[src/rtl/buddy_tree_bitmap_marker_unit_macros.svh]
// ----------------------------------------------------------------------------
// Assertion macros for the buddy tree bitmap marker unit.
// Define NO_ASSERTIONS to compile every check away.
// ----------------------------------------------------------------------------
`ifndef BUDDY_TREE_BITMAP_MARKER_UNIT_MACROS_SVH
`define BUDDY_TREE_BITMAP_MARKER_UNIT_MACROS_SVH

`ifndef NO_ASSERTIONS

// Same-cycle implication, checked at every rising edge out of reset.
`define BTBM_ASSERT_IMPL(name, clk, rstn, ante, cons) \
    name: assert property (@(posedge clk) disable iff (!(rstn)) (ante) |-> (cons)) \
        else $error("btbm: same-cycle check failed");

// Next-cycle implication.
`define BTBM_ASSERT_NEXT(name, clk, rstn, ante, cons) \
    name: assert property (@(posedge clk) disable iff (!(rstn)) (ante) |=> (cons)) \
        else $error("btbm: next-cycle check failed");

`else

`define BTBM_ASSERT_IMPL(name, clk, rstn, ante, cons)
`define BTBM_ASSERT_NEXT(name, clk, rstn, ante, cons)

`endif

`endif

[src/rtl/btbm_pkg.sv]
// ----------------------------------------------------------------------------
// btbm_pkg
// Shared types and constants of the buddy tree bitmap marker unit.
// ----------------------------------------------------------------------------
`default_nettype none

package btbm_pkg;

    localparam int NODE_W   = 8;                    // node_index width
    localparam int USED_W   = 9;                    // used_bits width
    localparam int BYTE_W   = 8;                    // bits per memory row
    localparam int LANE_W   = 3;                    // bit select within a row
    localparam int POS_W    = 11;                   // walk position, holds first + width
    localparam int ROWPTR_W = POS_W - LANE_W;
    localparam int MAX_BOUND = (1 << USED_W) - 1;   // largest bound used_bits can give

    localparam logic [USED_W-1:0] USED_RESET = USED_W'(256);

    typedef enum logic [1:0] {
        CMD_WRITE = 2'd0,
        CMD_READ  = 2'd1,
        CMD_MARK  = 2'd2,
        CMD_PROP  = 2'd3
    } cmd_t;

    typedef enum logic [1:0] {
        ST_IDLE,
        ST_READ,
        ST_MODIFY,
        ST_DONE
    } state_t;

    // controller -> datapath
    typedef struct packed {
        logic load;       // capture the accepted item
        logic rd_en;      // issue a row read
        logic modify;     // row data is back: write it and step the walk
        logic out_load;   // move the finished result into the output register
    } ctl_t;

    // datapath -> controller
    typedef struct packed {
        logic reject_in;  // item at the input port would be refused
        logic walk_done;  // the current row is the last one of the command
        logic out_busy;   // output register full and not taken this cycle
    } status_t;

endpackage

`default_nettype wire

[src/rtl/btbm_ram.sv]
// ----------------------------------------------------------------------------
// btbm_ram
// Generic simple dual-port RAM: one write port, one read port, registered read.
// ----------------------------------------------------------------------------
`default_nettype none

module btbm_ram #(
    parameter  int WIDTH  = 8,
    parameter  int DEPTH  = 32,
    localparam int ADDR_W = (DEPTH > 1) ? $clog2(DEPTH) : 1
) (
    input  wire logic              aclk,
    input  wire logic              wr_en,
    input  wire logic [ADDR_W-1:0] wr_addr,
    input  wire logic [WIDTH-1:0]  wr_data,
    input  wire logic              rd_en,
    input  wire logic [ADDR_W-1:0] rd_addr,
    output logic      [WIDTH-1:0]  rd_data
);

    logic [WIDTH-1:0] mem_reg [DEPTH];
    logic [WIDTH-1:0] rd_data_reg;

    always_ff @(posedge aclk) begin
        if (wr_en) begin
            mem_reg[wr_addr] <= wr_data;
        end
        if (rd_en) begin
            rd_data_reg <= mem_reg[rd_addr];
        end
    end

    assign rd_data = rd_data_reg;

endmodule

`default_nettype wire

[src/rtl/btbm_ctrl.sv]
// ----------------------------------------------------------------------------
// btbm_ctrl
// Sequencer: accept an item, run read-modify-write row steps, hand off result.
// ----------------------------------------------------------------------------
`default_nettype none

module btbm_ctrl (
    input  wire logic             aclk,
    input  wire logic             aresetn,
    input  wire logic             s_valid,
    output logic                  s_ready,
    input  wire btbm_pkg::status_t status,
    output btbm_pkg::ctl_t        ctl
);

    btbm_pkg::state_t state_reg;
    btbm_pkg::state_t state_next;

    always_ff @(posedge aclk) begin
        if (!aresetn) begin
            state_reg <= btbm_pkg::ST_IDLE;
        end else begin
            state_reg <= state_next;
        end
    end

    always_comb begin
        state_next = state_reg;
        s_ready    = 1'b0;
        ctl        = '0;
        case (state_reg)
            btbm_pkg::ST_IDLE: begin
                s_ready = 1'b1;
                if (s_valid) begin
                    ctl.load   = 1'b1;
                    state_next = status.reject_in ? btbm_pkg::ST_DONE : btbm_pkg::ST_READ;
                end
            end
            btbm_pkg::ST_READ: begin
                ctl.rd_en  = 1'b1;
                state_next = btbm_pkg::ST_MODIFY;
            end
            btbm_pkg::ST_MODIFY: begin
                ctl.modify = 1'b1;
                state_next = status.walk_done ? btbm_pkg::ST_DONE : btbm_pkg::ST_READ;
            end
            btbm_pkg::ST_DONE: begin
                if (!status.out_busy) begin
                    ctl.out_load = 1'b1;
                    state_next   = btbm_pkg::ST_IDLE;
                end
            end
            default: begin
                state_next = btbm_pkg::ST_IDLE;
            end
        endcase
    end

endmodule

`default_nettype wire

[src/rtl/btbm_datapath.sv]
// ----------------------------------------------------------------------------
// btbm_datapath
// Bitmap row memory, walk registers, row mask logic and output register.
// ----------------------------------------------------------------------------
`default_nettype none

module btbm_datapath #(
    parameter int NODE_COUNT = 256
) (
    input  wire logic                             aclk,
    input  wire logic                             aresetn,
    input  wire btbm_pkg::ctl_t                   ctl,
    output btbm_pkg::status_t                     status,
    input  wire logic [1:0]                       s_cmd,
    input  wire logic [btbm_pkg::NODE_W-1:0]      s_node_index,
    input  wire logic                             s_value_bit,
    input  wire logic                             cfg_wr_en,
    input  wire logic [btbm_pkg::USED_W-1:0]      cfg_wr_data,
    input  wire logic                             m_ready,
    output logic                                  m_valid,
    output logic                                  m_bit_value,
    output logic                                  m_rejected
);

    // Only nodes below the bound are ever written, and the bound never
    // exceeds what used_bits can express, so storage stops there.
    localparam int CAP         = (NODE_COUNT < btbm_pkg::MAX_BOUND) ?
                                 NODE_COUNT : btbm_pkg::MAX_BOUND;
    localparam int STORE_NODES = (NODE_COUNT < btbm_pkg::MAX_BOUND + 1) ?
                                 NODE_COUNT : btbm_pkg::MAX_BOUND + 1;
    localparam int ROWS        = (STORE_NODES + btbm_pkg::BYTE_W - 1) / btbm_pkg::BYTE_W;
    localparam int ROW_W       = (ROWS > 1) ? $clog2(ROWS) : 1;

    localparam logic [btbm_pkg::USED_W-1:0] CAP_BOUND = btbm_pkg::USED_W'(CAP);
    localparam int PW = btbm_pkg::POS_W;
    localparam int LW = btbm_pkg::LANE_W;
    localparam int BW = btbm_pkg::BYTE_W;

    // configuration and control state
    logic [btbm_pkg::USED_W-1:0] used_bits_reg;
    logic [ROWS-1:0]             row_vld_reg;
    logic                        m_valid_reg;

    // per-item payload
    btbm_pkg::cmd_t              cmd_reg;
    logic                        val_reg;
    logic                        rdtype_reg;
    logic [btbm_pkg::USED_W-1:0] lim_reg;
    logic [PW-1:0]               pos_reg;
    logic [PW-1:0]               span_reg;
    logic [btbm_pkg::ROWPTR_W-1:0] row_reg;
    logic                        row_vld_q_reg;
    logic                        res_bit_reg;
    logic                        res_rej_reg;
    logic                        m_bit_reg;
    logic                        m_rej_reg;

    logic [btbm_pkg::USED_W-1:0] bound;
    logic                        reject_in;
    btbm_pkg::cmd_t              cmd_in;
    logic [ROW_W-1:0]            row_addr;
    logic [BW-1:0]               ram_q;
    logic [BW-1:0]               old_byte;
    logic [BW-1:0]               bit_mask;
    logic [BW-1:0]               mark_mask;
    logic [BW-1:0]               mask;
    logic [BW-1:0]               new_byte;
    logic                        wr_en;
    logic [PW-1:0]               lim_ext;
    logic [PW-1:0]               end_full;
    logic [PW-1:0]               mark_end;
    logic [PW-1:0]               end_m1;
    logic                        mark_last;
    logic [PW-1:0]               next_first;
    logic [PW-1:0]               prop_next;
    logic                        buddy_set;
    logic                        walk_done;

    assign cmd_in    = btbm_pkg::cmd_t'(s_cmd);
    assign bound     = (used_bits_reg < CAP_BOUND) ? used_bits_reg : CAP_BOUND;
    assign reject_in = (s_node_index == '0) ||
                       ({1'b0, s_node_index} >= bound);

    assign row_addr = row_reg[ROW_W-1:0];
    assign old_byte = row_vld_q_reg ? ram_q : '0;   // never-written row reads as free

    // level range of a subtree mark: [pos, min(pos + span, lim))
    assign lim_ext    = PW'(lim_reg);
    assign end_full   = pos_reg + span_reg;
    assign mark_end   = (end_full < lim_ext) ? end_full : lim_ext;
    assign end_m1     = mark_end - PW'(1);
    assign mark_last  = (row_reg == end_m1[PW-1:LW]);
    assign next_first = pos_reg << 1;
    assign prop_next  = pos_reg >> 1;
    assign buddy_set  = old_byte[pos_reg[LW-1:0] ^ LW'(1)];

    always_comb begin
        logic [PW-1:0] p;
        p = '0;
        for (int b = 0; b < BW; b++) begin
            p            = {row_reg, LW'(b)};
            mark_mask[b] = (p >= pos_reg) && (p < mark_end);
        end
    end

    assign bit_mask = BW'(1) << pos_reg[LW-1:0];
    assign mask     = (cmd_reg == btbm_pkg::CMD_MARK) ? mark_mask : bit_mask;
    assign new_byte = val_reg ? (old_byte | mask) : (old_byte & ~mask);
    assign wr_en    = ctl.modify && !rdtype_reg;

    always_comb begin
        walk_done = 1'b1;
        if (!rdtype_reg) begin
            case (cmd_reg)
                btbm_pkg::CMD_WRITE: walk_done = 1'b1;
                btbm_pkg::CMD_READ:  walk_done = 1'b1;
                btbm_pkg::CMD_MARK:  walk_done = mark_last && (next_first >= lim_ext);
                btbm_pkg::CMD_PROP:  begin
                    // stop below the root; clearing also stops at a used buddy
                    walk_done = (prop_next[PW-1:1] == '0) || (!val_reg && buddy_set);
                end
                default:             walk_done = 1'b1;
            endcase
        end
    end

    assign status.reject_in = reject_in;
    assign status.walk_done = walk_done;
    assign status.out_busy  = m_valid_reg && !m_ready;

    btbm_ram #(
        .WIDTH (BW),
        .DEPTH (ROWS)
    ) u_rows (
        .aclk    (aclk),
        .wr_en   (wr_en),
        .wr_addr (row_addr),
        .wr_data (new_byte),
        .rd_en   (ctl.rd_en),
        .rd_addr (row_addr),
        .rd_data (ram_q)
    );

    always_ff @(posedge aclk) begin
        if (!aresetn) begin
            used_bits_reg <= btbm_pkg::USED_RESET;
            row_vld_reg   <= '0;
            m_valid_reg   <= 1'b0;
        end else begin
            if (cfg_wr_en) begin
                used_bits_reg <= cfg_wr_data;
            end
            if (wr_en) begin
                row_vld_reg[row_addr] <= 1'b1;
            end
            if (ctl.out_load) begin
                m_valid_reg <= 1'b1;
            end else if (m_ready) begin
                m_valid_reg <= 1'b0;
            end
        end
    end

    always_ff @(posedge aclk) begin
        if (ctl.load) begin
            cmd_reg     <= cmd_in;
            val_reg     <= s_value_bit;
            rdtype_reg  <= (cmd_in == btbm_pkg::CMD_READ) ||
                           ((cmd_in == btbm_pkg::CMD_PROP) &&
                            (s_node_index == btbm_pkg::NODE_W'(1)));
            lim_reg     <= bound;
            pos_reg     <= PW'(s_node_index);
            span_reg    <= PW'(1);
            row_reg     <= btbm_pkg::ROWPTR_W'(s_node_index >> LW);
            res_bit_reg <= 1'b0;
            res_rej_reg <= reject_in;
        end
        if (ctl.rd_en) begin
            row_vld_q_reg <= row_vld_reg[row_addr];
        end
        if (ctl.modify) begin
            if (walk_done) begin
                res_bit_reg <= rdtype_reg ? old_byte[pos_reg[LW-1:0]] : val_reg;
            end else if (cmd_reg == btbm_pkg::CMD_MARK) begin
                if (mark_last) begin
                    pos_reg  <= next_first;
                    span_reg <= span_reg << 1;
                    row_reg  <= next_first[PW-1:LW];
                end else begin
                    row_reg  <= row_reg + btbm_pkg::ROWPTR_W'(1);
                end
            end else begin
                pos_reg <= prop_next;
                row_reg <= prop_next[PW-1:LW];
            end
        end
        if (ctl.out_load) begin
            m_bit_reg <= res_bit_reg;
            m_rej_reg <= res_rej_reg;
        end
    end

    assign m_valid     = m_valid_reg;
    assign m_bit_value = m_bit_reg;
    assign m_rejected  = m_rej_reg;

endmodule

`default_nettype wire

[src/rtl/buddy_tree_bitmap_marker_unit.sv]
// ----------------------------------------------------------------------------
// buddy_tree_bitmap_marker_unit
// Bitmap keeper for a 1-indexed binary buddy tree: write, read, subtree mark
// and upward propagation, one command at a time.
//
// Usage: commands enter on the s_ valid/ready channel, one result per command
// leaves on the m_ valid/ready channel. used_bits is written through
// cfg_wr_en/cfg_wr_data while the unit is idle.
// Each command runs R read-modify-write steps on a byte-wide row memory: a row
// read, then a write-back that read and root propagation skip. The unit is
// ready for the next command in the same cycle that m_valid rises. R is 1 for
// read, write and propagation at the root; refused commands use no step;
// propagation uses one step per tree level climbed (up to 7 at 256 nodes);
// a subtree mark uses one step per memory row per level (up to 34 at 256 nodes).
// The one-row-at-a-time memory access and that step loop set the rate.
// A finished result waits in the output register while the receiver stalls;
// the next command is taken meanwhile and holds in its last cycle until the
// register frees.
// Reset: used_bits returns to 256 and every node reads free at once through
// per-row valid flags, with no clearing pass.
// ----------------------------------------------------------------------------
`default_nettype none

`include "buddy_tree_bitmap_marker_unit_macros.svh"

module buddy_tree_bitmap_marker_unit #(
    parameter int NODE_COUNT = 256
) (
    input  wire logic                        aclk,
    input  wire logic                        aresetn,
    input  wire logic                        s_valid,
    output logic                             s_ready,
    input  wire logic [1:0]                  s_cmd,
    input  wire logic [btbm_pkg::NODE_W-1:0] s_node_index,
    input  wire logic                        s_value_bit,
    output logic                             m_valid,
    input  wire logic                        m_ready,
    output logic                             m_bit_value,
    output logic                             m_rejected,
    input  wire logic                        cfg_wr_en,
    input  wire logic [btbm_pkg::USED_W-1:0] cfg_wr_data
);

    btbm_pkg::ctl_t    ctl;
    btbm_pkg::status_t status;

    btbm_ctrl u_ctrl (
        .aclk    (aclk),
        .aresetn (aresetn),
        .s_valid (s_valid),
        .s_ready (s_ready),
        .status  (status),
        .ctl     (ctl)
    );

    btbm_datapath #(
        .NODE_COUNT (NODE_COUNT)
    ) u_dp (
        .aclk         (aclk),
        .aresetn      (aresetn),
        .ctl          (ctl),
        .status       (status),
        .s_cmd        (s_cmd),
        .s_node_index (s_node_index),
        .s_value_bit  (s_value_bit),
        .cfg_wr_en    (cfg_wr_en),
        .cfg_wr_data  (cfg_wr_data),
        .m_ready      (m_ready),
        .m_valid      (m_valid),
        .m_bit_value  (m_bit_value),
        .m_rejected   (m_rejected)
    );

    // one command in flight: no second transfer right behind the first
    `BTBM_ASSERT_NEXT(a_one_in_flight, aclk, aresetn, s_valid && s_ready, !s_ready)
    // a refused command never reports a set bit
    `BTBM_ASSERT_IMPL(a_reject_bit_zero, aclk, aresetn, m_valid && m_rejected, !m_bit_value)
    // a result is never loaded over one the receiver has not taken
    `BTBM_ASSERT_IMPL(a_no_overwrite, aclk, aresetn, ctl.out_load, !m_valid || m_ready)

endmodule

`default_nettype wire
[config.mk]
export PLATFORM = sky130hd
export DESIGN_NAME = buddy_tree_bitmap_marker_unit
export DESIGN_NICKNAME = d
export VERILOG_FILES = /design/src/rtl/btbm_pkg.sv /design/src/rtl/btbm_ram.sv /design/src/rtl/btbm_ctrl.sv /design/src/rtl/btbm_datapath.sv /design/src/rtl/buddy_tree_bitmap_marker_unit.sv
export VERILOG_INCLUDE_DIRS = /design/src /design/src/rtl
export SDC_FILE = /design/constraint.sdc
export NUM_CORES = 1
export LEC_CHECK = 0
export ABC_AREA = 1
export BUFFER_PORTS_ARGS = -buffer_cell sky130_fd_sc_hd__buf_4
export CORE_MARGIN = 2
export CORE_UTILIZATION = 55
export DETAILED_ROUTE_END_ITERATION = 12
export PLACE_DENSITY = 0.74
export RECOVER_POWER = 100
export REMOVE_ABC_BUFFERS = 1
export SKIP_CTS_REPAIR_TIMING = 1
export SLEW_MARGIN = 20
export SYNTH_ARGS = -nofsm -noshare
export SYNTH_HDL_FRONTEND = slang
export SYNTH_SLANG_ARGS = --single-unit
[constraint.sdc]
create_clock -name aclk -period 6.7 [get_ports aclk]
set_input_delay 1.675 -clock aclk [delete_from_list [all_inputs] [get_ports aclk]]
set_output_delay 1.675 -clock aclk [all_outputs]
set_load 0.03 [all_outputs]
* Word level (Yosys, flattened, before mapping)
Memory sizes are Yosys's and may differ from the RTL's. A register that Yosys moved wholly into a read port is not among the register bits.
Cells that the tools add are included.
** Word-level totals
- Register bits after elaboration :: 92
- Output and inout port bits :: 4
- Logic and storage cells :: 139
- Bits in writable memories :: 256
- Memories :: 1
** Memory list
- u_dp.u_rows.mem_reg :: words 32, bits a word 8, rd ports 1, clocked after Yosys merged registers in 1, write ports 1, line btbm_ram.sv:21 : logic [WIDTH-1:0] mem_reg [DEPTH];
** Operators by class
- Shift-type cells :: 1
- Add/sub/neg operators :: 3
- Eq/ne operators :: 12
- Reduce and logical (&&, ||, !) cells :: 27
- Magnitude comparators :: 24
- Bitwise logic cells :: 5
- Multiplexer cells :: 50
** Operator list (number)
- $mux 11 :: 11
- $ge 11x11->1 :: 8
- $lt 11x11->1 :: 8
- $mux 8 :: 8
- $or 32x32->32 :: 1
- $mux 1 :: 20
- $logic_and 1x1->1 :: 14
- $add 11x11->11 :: 1
- $ge 11x9->1 :: 1
- $lt 11x9->1 :: 1
- $sub 11x1->11 const B :: 1
- $eq 2x2->1 const B :: 5
- $logic_not 10->1 :: 1
- $ge 8x9->1 :: 1
- $lt 9x9->1 const B :: 1
- $mux 9 :: 1
- $add 8x1->8 const B :: 1
- $and 8x8->8 :: 1
- $eq 8x1->1 const B :: 1
- $eq 8x8->1 :: 1
- $logic_not 8->1 :: 1
- $lt 3x4->1 const B :: 2
- $mux 2 :: 4
- $not 8->8 :: 1
- 18 further kinds :: 27

* Depth between registers and ports, before layout
- Word-level depth :: 10
- Gate-level depth with buffers :: 33
- Depth with buffers taken out :: 31

* Hierarchy
From an unflattened synthesis, not the netlist that was laid out.
** Unflattened totals
- Cells, all modules :: 1925
- Area total of the unflattened synthesis :: 17586.9 sq um
** Modules (own cells, without submodules)
- btbm_ram :: area an instance 10866.7 sq um, times used 1, cells each 922
- btbm_datapath :: area an instance 6603.8 sq um, times used 1, cells each 984
- btbm_ctrl :: area an instance 116.4 sq um, times used 1, cells each 19

* Worst setup path after synthesis
Ideal clock, no wire load.
- Path kind :: reg2reg
- Start point :: register u_dp.pos_reg[0]
- End point :: memory u_dp.u_rows.mem_reg[0][0] (data pin)
- Clock period less this slack :: 5899 ps
- Data required time :: 6246 ps
- Cell stages (with the launch flop) :: 24
- Path buffers :: 1
- Path slack :: 801 ps
- Arrival :: 5445 ps
- Cells stage by stage :: dfxtp_1 > ha_1 > fa_1 > nand2_1 > nand3_1 > a21oi_1 > xor2_1 > inv_1 > ha_1 > a21oi_1 > a21boi_2 > nand3_2 > buf_6 > o21ai_1 > inv_1 > ha_1 > nand4_1 > nor4_1 > inv_1 > nor2_1 > inv_1 > o211ai_1 > o21ai_0 > o21ai_0
** On the way
- Word-level cells in the longest chain between the ends :: 9
** Ends and longest elaborated chain
- from (decl) :: line btbm_datapath.sv:49 : logic [PW-1:0] pos_reg;
- from (signal assigned) :: line btbm_datapath.sv:172 : pos_reg <= PW'(s_node_index);
- from (signal assigned) :: line btbm_datapath.sv:186 : pos_reg <= next_first;
- from (signal assigned) :: line btbm_datapath.sv:193 : pos_reg <= prop_next;
- $add 11x11->11 :: line btbm_datapath.sv:89 : assign end_full = pos_reg + span_reg;
- $lt 11x9->1 :: line btbm_datapath.sv:90 : assign mark_end = (end_full < lim_ext) ? end_full : lim_ext;
- $mux 11 :: line btbm_datapath.sv:90
- $lt 11x11->1 :: line btbm_datapath.sv:102 : mark_mask[b] = (p >= pos_reg) && (p < mark_end);
- $logic_and 1x1->1 :: line btbm_datapath.sv:102
- $mux 8 * :: line btbm_datapath.sv:107 : assign mask = (cmd_reg == btbm_pkg::CMD_MARK) ? mark_mask : bit_mask;
- $not 8->8 :: line btbm_datapath.sv:108 : assign new_byte = val_reg ? (old_byte | mask) : (old_byte & ~mask);
- $and 8x8->8 :: line btbm_datapath.sv:108
- $mux 8 * :: line btbm_datapath.sv:108
- net u_dp.new_byte[0] :: line btbm_datapath.sv:67 : logic [BW-1:0] new_byte;
- to (decl) :: line btbm_ram.sv:21
Mark *: on every way through the listed nets, which the timed path passes. The rest lies on a longest branch.

* Worst setup path in the final report
- Start point :: register u_dp.row_reg[0] (netlist bit)
- End point :: register u_dp.pos_reg[10]
** On the way
- Word-level cells in the longest chain between the ends :: 6
** Ends and longest elaborated chain
- from (decl) :: line btbm_datapath.sv:51 : logic [btbm_pkg::ROWPTR_W-1:0] row_reg;
- from (signal assigned) :: line btbm_datapath.sv:174 : row_reg <= btbm_pkg::ROWPTR_W'(s_node_index >> LW);
- from (signal assigned) :: line btbm_datapath.sv:188 : row_reg <= next_first[PW-1:LW];
- from (signal assigned) :: line btbm_datapath.sv:190 : row_reg <= row_reg + btbm_pkg::ROWPTR_W'(1);
- $eq 8x8->1 * :: line btbm_datapath.sv:92 : assign mark_last = (row_reg == end_m1[PW-1:LW]);
- $logic_and 1x1->1 :: line btbm_datapath.sv:117 : btbm_pkg::CMD_MARK: walk_done = mark_last && (next_first >= lim_ext);
- $pmux 1 s3 :: line btbm_datapath.sv:114 : case (cmd_reg)
- $mux 1 :: line btbm_datapath.sv:113 : if (!rdtype_reg) begin
- $mux 11 * :: line btbm_datapath.sv:182 : if (walk_done) begin
- $mux 11 * :: line btbm_datapath.sv:181 : if (ctl.modify) begin
Every way passes the cells marked *; elsewhere a longest branch is shown, timed or not.
A chain may end at the register's enable or synchronous reset.

==> impl_results.md <==
* Initial antenna violation count at 0
* Clock tree from TritonCTS: yes
* Clock edge transition at the registers on the reported setup and hold paths at 0.06 ns
* Site row count at 63
* Final critical-path required period at between 6 and 7 ns
* Fraction of synthesis flops using an asynchronous set or reset pin at 0%
* Clk root buf: sky130_fd_sc_hd__clkbuf_16
* Area occupied by registers at a little under 0.01 mm2
* Max reg flops at between 200 and 300
* Die span in y at 177 um
* Multi-input gate area in the final layout at a little under 0.006 mm2
* Netlist area before placement at roughly 0.017 mm2
* Top-area cell type share of the netlist area at around half
* Filler Cell Count at 2,466
* Max VDD drop at 0.260 mV
* Post-route DRC violation count at 0
* Leading register cell type out of synthesis: sky130_fd_sc_hd__edfxtp_1
* Worst hold path endpoint: u_dp.m_rejected
* Placement Cell Area at between 0.015 and 0.02 mm2
* Clock sink count at approximately 360
* Initial DRC Count at 1,163
* Slowest CP cell: sky130_fd_sc_hd__clkbuf_1
* Detailed Place HPWL at ~28 mm
* Vias at 12,300
* Power density over cell area at ~350 mW/mm2
* Effective utilization at floorplan at a little under three fifths
* DR vias/cell at just under 6
* RR Endpoint: u_dp.pos_reg[10]
* Number of warnings issued by yosys at 0
* Cell variety after synth at 47
* Routability Congestion at 0.957
* Layout-stage area growth over the synthesis result at 9.98%
* Count of cells along the worst register-to-register path at 15
* Finished Cell Area at around 0.018 mm2
* Status: complete, but fails checks
* Synth cell count leaders: 310 x sky130_fd_sc_hd__nor2_1, 281 x sky130_fd_sc_hd__edfxtp_1, 215 x sky130_fd_sc_hd__nand2_1
* Worst Slack Setup Final at between 0.6 and 0.7 ns
* Ports at 29
* Worst Setup Slack post-DPL at approximately 0.6 ns
* Most frequent cell after synthesis: sky130_fd_sc_hd__nor2_1
* Number of antenna diodes at 0
* Final Instance Count excl. Fillers at around 2,100
* Layout net count at 1,770
* Source of the worst register-to-register timing path: u_dp.row_reg[0]
* Synthesized flop and latch total at 356
* Required time at the worst-slack endpoint at a little over 7 ns
* H-tree depth reported by CTS at 2
* Critical Path Fanout Max at 59
* Share of the clock period used by the worst path after layout at between 90% and 100%
* Number of flops mapped to enable cells by yosys at 281
* Type of the worst min-delay path: flip-flop to flip-flop
* Most prevalent standard cell on the critical path: sky130_fd_sc_hd__nand3_1
* Clock latency on the worst-skew pair at 0.53 ns
* Max-cap violations at 4
* Post-synth top area cell: sky130_fd_sc_hd__edfxtp_1
* Count of final max-slew check failures at approximately 190
* Overall power at 6390 uW
* Seq pwr share at 42.7%
* Worst hold stages at 0
* Number of placed cells counting well taps at slightly above 2,000
* Global-route wire length before repair at 65.2 mm
* Power share of the combinational group at between 20% and 30%
* Remaining antenna violation count at 0
* Int Power at ~4200 uW
* Worst hold start: u_dp.res_rej_reg
* Unrepaired setup endpoints after global routing: no
* Floorplan die width at ~180 um
* Sequential area share after synthesis at between 60% and 70%
* Clock buffers created by TritonCTS at 37
* Register-to-Register Setup Slack at approximately 0.65 ns
* Max Root-Sink Buffers at 3
* Arrival time reported for the critical path endpoint at 6.45 ns
* Clock power frac at between 30% and 40%
* Slew at the pin with the worst max-slew slack at about 2.2 ns
* Placeable Area at between 0.02 and 0.03 mm2
* Switching Share at between 30 and 40%
* Kind of critical path: flip-flop to flip-flop
* Leading cell types by total area after synthesis: sky130_fd_sc_hd__edfxtp_1 51%, sky130_fd_sc_hd__dfxtp_1 9.1%, sky130_fd_sc_hd__nor2_1 7.0%, sky130_fd_sc_hd__o21ai_0 6.3%, sky130_fd_sc_hd__nand2_1 4.9%
* Maximum cell stage delay along the critical path at 1.54 ns
* Power spent charging and discharging nets at 2150 uW
* Startpoint Class: flip-flop
* Post-Synthesis Cells at ~1,700
* Detailed Route WL at 41.9 mm
* Total global routing overflow at 0
* Cells traversed along the worst timing path: inv_4, clkbuf_1, buf_4, nand2_1, nand3_1, nand2_1, nor2_1, nand3_1, nor2_2, nand3_1, nand2_4, nor2_4, nand2_2, inv_1, nor3_1
* Total Die Area at roughly 0.032 mm2
* Post-Route Skew at roughly 0.020 ns
* Total routing usage reported by global routing at about 27%
* Share of layout cells above drive strength 1 at roughly 7.6%
* Critical Path Sink Type: flip-flop
* Count of final setup violators at 0
* Synth Area per Inst at about 10 um2
* Wire per inst at 19.9 um
* Maximum operating frequency at 165 MHz
* Number of detailed-routing iterations run before antenna repair at 6
* Hold Vio Cnt, Final at 0
* Maximum number of pins on one net before global-route repair at 96
* Leak Pwr at slightly below 0.007 uW
* Number of global-route vias before repair at 11,800
* Failing checks: capacitance limit, slew limit
* Rel. slew slack at -44.0%
* Number of port buffers at 28
[how the worst max path moves through the flow]
| stage | endpoint | slack [ns] | from | depth (start not counted) |
|---|---|---|---|---|
| after floorplan | u_dp.u_rows.mem_reg[0][0] | -1.72 | u_dp.row_reg[0] | 10 |
| after CTS | u_dp.u_rows.mem_reg[3][0] | 0.55 | u_dp.pos_reg[0] | 24 |
| after global routing | u_dp.pos_reg[10] | 0.13 | u_dp.row_reg[0] | 16 |
| after global placement | u_dp.u_rows.mem_reg[2][0] | 0.68 | u_dp.pos_reg[0] | 24 |
| after detailed placement | u_dp.u_rows.mem_reg[14][0] | 0.61 | u_dp.pos_reg[0] | 24 |
| final | u_dp.pos_reg[10] | 0.65 | u_dp.row_reg[0] | 15 |
[power groups by stage]
stage	Sequential [uW]	Combinational, uW	Clock (uW)
after floorplan	2770	1120	0
after global placement	2770	1670	0
after detailed placement	2770	1720	0
after CTS	2720	1720	1950
after global routing	2740	1920	2040
final	2730	1730	1930
[worst max-delay path, delay by kind of cell, from the launching register on]
kind / cells / cell delay, ns
buf+inv: 4 / 3.16
flops: 1 / 1.02
simple gates: 11 / 1.65
[area by class of cell]
class                      count  area share [%]
sequential                   356            54.6
tap                          390            2.68
clock buffer                  59            5.88
clock inverter                 9           0.433
inverter                     140            2.90
multi-input combinational   1105            31.9
timing repair buffer          48            1.64
[cell families (layout without fill, tap and decap cells)]
kind of cell,after synthesis,count (layout),synth area share (%)
buffers and inverters,210,256,4.97
AO/OA/AOI/OAI,387,387,13.5
other,1,2,0.0227
flip-flops,356,356,60.0
XOR/XNOR,12,12,0.635
AND/OR/NAND/NOR,647,647,16.5
adder cells (fa/ha/maj),57,57,4.35
[cells in the final DEF, fill, tap and decap left out, drive strengths merged, types with 11 or more instances in the layout]
master	instances
nor2	320
edfxtp	281
nand2	239
o21ai	219
inv	137
clkbuf	80
o22ai	77
dfxtp	75
ha	56
nand3	56
a21oi	34
buf	27
nand4	19
a22o	18
a221oi	18
clkinv	11
[through the flow]
stage                     hold WS (ns)  util [%]  TNS, ns
after floorplan                  0.400         -  -403.04
after CTS                        0.429      61.7        0
after detailed placement         0.419      57.9        0
after global routing             0.444      61.4        0
final                            0.427      61.4        0
after global placement           0.409      57.9        0
[metal layers]
metal  global-route usage, %  up-vias  wire, um
li1                        -     5887         -
met1                    36.5     5843     17800
met2                    45.0      459     20200
met3                    3.71       88      2770
met4                    8.40        0      1100
met5                       0        -         0
Note: power is estimated with default switching activity, not from simulation.
